==> config.mk <==
export PLATFORM = sky130hd
export DESIGN_NAME = ci_queue
export DESIGN_NICKNAME = d
export VERILOG_FILES = /design/src/hdl/ci_pkg.sv /design/src/hdl/ci_queue.sv
export SDC_FILE = /design/constraint.sdc
export NUM_CORES = 1
export LEC_CHECK = 0
export BUFFER_PORTS_ARGS = -buffer_cell sky130_fd_sc_hd__buf_2
export CORE_MARGIN = 4
export CORE_UTILIZATION = 55
export DETAILED_ROUTE_END_ITERATION = 10
export GPL_TIMING_DRIVEN = 1
export PLACE_DENSITY = 0.77
export SETUP_SLACK_MARGIN = 0.2
export SYNTH_ARGS = -nofsm -noshare
export SYNTH_HDL_FRONTEND = slang
export SYNTH_SLANG_ARGS = --single-unit
==> constraint.sdc <==
create_clock -name clk -period 8.5 [get_ports clk]
set_clock_uncertainty 0.15 [all_clocks]
set_input_delay 0.425 -clock clk [delete_from_list [all_inputs] [get_ports clk]]
set_output_delay 0.425 -clock clk [all_outputs]
set_load 0.05 [all_outputs]
==> src/hdl/ci_pkg.sv <==
`timescale 1ns / 1ps
// Shared constants, register codes and word types of the circle inversion block.
package ci_pkg;

    localparam int ADDR_W   = 5;
    localparam int QDEPTH   = 4;
    localparam int QP_W     = $clog2(QDEPTH);
    localparam int NUM_W    = 96;
    localparam int DEN_W    = 66;
    localparam int QUO_W    = 35;
    localparam int DIV_LAT  = QUO_W + 1;
    localparam int SQ_STEPS = 35;

    localparam logic [30:0] MAX31      = 31'h7FFF_FFFF;
    localparam logic [34:0] QCLAMP     = 35'h4_0000_0000;
    localparam logic [30:0] RADIUS_RST = 31'd524288;
    localparam logic [30:0] SPAN_RST   = 31'd65536000;

    typedef enum logic [2:0] {
        REG_CX     = 3'd0,
        REG_CY     = 3'd1,
        REG_RADIUS = 3'd2,
        REG_SPAN   = 3'd3,
        REG_TOL    = 3'd4
    } reg_idx_t;

    typedef struct packed {
        logic [31:0] cx;
        logic [31:0] cy;
        logic [30:0] radius;
        logic [30:0] span;
        logic [15:0] tol;
    } cfg_t;

    // Classified word handed from the front part to the back part.
    typedef struct packed {
        logic        is_line;
        logic        xneg;
        logic        yneg;
        logic [32:0] adx;
        logic [32:0] ady;
        logic [34:0] dd;
        logic [30:0] r;
        logic [65:0] d2;
    } qword_t;

endpackage

==> src/hdl/ci_queue.sv <==
`timescale 1ns / 1ps
// Short queue of classified words between the front and back parts.
module ci_queue import ci_pkg::*; (
    input  logic   clk,
    input  logic   rst_n,
    input  logic   push,
    input  qword_t push_word,
    output logic   full,
    input  logic   pop,
    output qword_t pop_word,
    output logic   empty
);

    qword_t          data_reg [QDEPTH];
    logic [QP_W-1:0] wr_ptr_reg, rd_ptr_reg;
    logic [QP_W:0]   count_reg;

    assign full     = count_reg == (QP_W+1)'(QDEPTH);
    assign empty    = count_reg == '0;
    assign pop_word = data_reg[rd_ptr_reg];

    always_ff @(posedge clk)
    begin
        if (push)
        begin
            data_reg[wr_ptr_reg] <= push_word;
        end
    end

    always_ff @(posedge clk or negedge rst_n)
    begin
        if (!rst_n)
        begin
            wr_ptr_reg <= '0;
            rd_ptr_reg <= '0;
            count_reg  <= '0;
        end
        else
        begin
            if (push)
            begin
                wr_ptr_reg <= wr_ptr_reg + 1'b1;
            end
            if (pop)
            begin
                rd_ptr_reg <= rd_ptr_reg + 1'b1;
            end
            if (push && !pop)
            begin
                count_reg <= count_reg + 1'b1;
            end
            else if (pop && !push)
            begin
                count_reg <= count_reg - 1'b1;
            end
        end
    end

endmodule

==> results.sh <==
export IMPL_outcome="finished, final reports clean"
export IMPL_mostFrequentLayoutCell="edfxtp_1"
export IMPL_final_util=0.694
export IMPL_drt_iter0_drc=1113
export IMPL_clock_sinks=811
export IMPL_final_cell_mix="edfxtp_1 (804), buf_2 (407), dlygate4sd3_1 (204), mux4_2 (201), clkbuf_16 (81)"
export IMPL_drv_cap=0
export IMPL_io_pins=408
export IMPL_gp_congestion=0.740
export IMPL_drtPass1Iterations=4
export IMPL_regArea_um2=24300
export IMPL_worst_pin_slew_ns=1.02
export IMPL_period_needed_ns=3.89
export IMPL_vias_per_cell=5.68
export IMPL_cpPeakStageDelay_ns=0.98
export IMPL_die_w_um=239
export IMPL_drc=0
export IMPL_r2r_slack_ns=5.20
export IMPL_dp_final_hpwl_um=34600
export IMPL_ys_warn_count=0
export IMPL_r2r_cells=5
export IMPL_endpoint_kind="primary output"
export IMPL_synth_top_cell_by_area="edfxtp_1"
export IMPL_synthSimpleGateAreaFrac=0.00166
export IMPL_fillCellCount=3065
export IMPL_synthAdderAreaFrac=0.00281
export IMPL_grt_total_usage=0.220
export IMPL_finalMaxSlewViolations=0
export IMPL_reg2reg_to="data_reg[1][70]"
export IMPL_crit_chain="buf_4 > mux4_2 > buf_2"
export IMPL_area_delta_synth_final_pct=24.5
export IMPL_fmax_ghz=0.257
export IMPL_fin_tns_setup_ns=0
export IMPL_largest_register_ffs=804
export IMPL_slew_headroom=0.320
export IMPL_drive_gt1_frac=0.408
export IMPL_finalNetCount=1960
export IMPL_postCtsSetupBuffers=0
export IMPL_finalSetupViolCount=0
export IMPL_cp_max_fo=42
export IMPL_peakVddDrop_uv=271
export IMPL_syn_avg_cell_area_um2=27.1
export IMPL_ys_seq_area_frac=0.827
export IMPL_period_share=0.457
export IMPL_die_y_um=239
export IMPL_ys_ff_latch=811
export IMPL_required_ns=7.93
export IMPL_finalHoldViolCount=0
export IMPL_multi_input_area_um2=4740
export IMPL_rows=84
export IMPL_fp_dieArea_um2=57200
export IMPL_avgRoutedWirePerCell_um=24.9
export IMPL_clockBufferDepth=3
export IMPL_synth_compound_area_frac=0.000170
export IMPL_critical_path_slowest_cell="dfrtp_4"
export IMPL_clkLatencyLatePin_ns=0.61
export IMPL_grt_pass1_wl_um=94600
export IMPL_synth_area_leaders="edfxtp_1 (82%), mux4_2 (15%), buf_6 (0.73%)"
export IMPL_syn_area_um2=29400
export IMPL_initial_core_util=0.557
export IMPL_numCtsBuffers=78
export IMPL_routed_wirelength_um=62300
export IMPL_crit_type="reg2out"
export IMPL_post_synth_inst_count=1084
export IMPL_p_leak_nw=12.6
export IMPL_synthMuxAreaShare=0.154
export IMPL_synth_xor_area_share=0.00179
export IMPL_worst_ep_arrival_time_ns=3.31
export IMPL_path_clk_slew_ns=0.06
export IMPL_min_path_type="in2async"
export IMPL_yosysUniqueCellTypes=21
export IMPL_root_buffer="clkbuf_16"
export IMPL_rsz0062_at_grt="false"
export IMPL_cts_htree_levels=3
export IMPL_antenna_found_initial=6
export IMPL_syn_num_nets=1295
export IMPL_yosys_area_top_type_share=0.821
export IMPL_synth_top_family_by_area="multiplexers"
export IMPL_grt_max_degree=110
export IMPL_cts_tree="done"
export IMPL_power_density_nw_per_um2=388
export IMPL_core_um2=52800
export IMPL_start_kind="register"
export IMPL_port_buffers=407
export IMPL_vias=14200
export IMPL_r2r_start="wr_ptr_reg[1]"
export IMPL_gr_total_overflow=0
export IMPL_grt_pass1_vias=15500
export IMPL_route_antenna_remaining_nets=0
## metal layers
layer | wire length, um | track usage | part of all wire | vias up
met5 | 21 | 0 | 0.00034 | -
met2 | 32000 | 0.361 | 0.51 | 604
met1 | 23100 | 0.289 | 0.37 | 7392
met4 | 1950 | 0.0797 | 0.031 | 4
met3 | 5280 | 0.0604 | 0.085 | 130
li1 | - | - | - | 6061
## worst max-delay path, delay by kind of cell (launching register included)
kind	cells	cell delay [ns]
flops	1	0.98
mux	1	0.62
buf+inv	2	0.98
## metrics by stage
stage	hold slack [ns]	power [mW]	cells	cell area (um^2)	worst slack, ns
2_1_floorplan	-0.0206	9.87	1084	29400	2.58
3_3_place_gp	0.122	10.9	2153	32100	5.15
3_5_place_dp	0.123	10.9	2153	32100	5.14
4_1_cts	0.000194	14.3	2495	36600	4.46
5_1_grt	0.0399	14.8	2498	36600	4.31
6_report	0.0441	14.2	2499	36600	4.61
## power by group
| part | internal, mW | leakage (nW) | switching [mW] |
|---|---|---|---|
| clock | 1.88 | 1.19 | 1.40 |
| combinational | 1.57 | 3.95 | 3.84 |
| sequential | 5.23 | 7.46 | 0.286 |
## synthesized netlist by cell type (all sizes together)
| library cell | count |
|---|---|
| edfxtp | 804 |
| mux4 | 201 |
| buf | 42 |
| dfrtp | 7 |
| ha | 5 |
| and2 | 4 |
| inv | 4 |
| xor2 | 4 |
| clkbuf | 3 |
| nand2 | 2 |
| xnor2 | 2 |
| fa | 1 |
| mux2 | 1 |
| nor2 | 1 |
| nor3 | 1 |
| nor3b | 1 |
| o21ai | 1 |
## logic make-up after synthesis
group,Yosys count
mux,202
compound gates,1
flops,811
xor+xnor,6
simple gates,9
fa+ha+maj,6
buf+inv,49
## what timing repair did
action	4_1_cts	5_1_grt
hold buffers	204	0
resized for setup	0	0
endpoints found under the hold margin	815	0
## how the worst max path moves through the flow
stage	end	cells past startpoint	startpoint	slack [ns]
final	pop_word[175]	3	rd_ptr_reg[0]	4.61
after global routing	pop_word[175]	3	rd_ptr_reg[0]	4.31
after global placement	pop_word[180]	3	rd_ptr_reg[0]	5.15
after CTS	pop_word[175]	3	rd_ptr_reg[0]	4.46
after detailed placement	pop_word[180]	3	rd_ptr_reg[0]	5.14
after floorplan	data_reg[2][0]	3	wr_ptr_reg[0]	2.58
## layout make-up
cell class,instances,share of cell area
Antenna cell,4,0.000273
Clock buffer,100,0.0579
Clock inverter,38,0.00831
Inverter,4,0.000410
Multi-Input combinational cell,224,0.129
Sequential cell,811,0.665
Tap cell,688,0.0235
Timing Repair Buffer,630,0.116
Power figures use the tool's default switching activity.
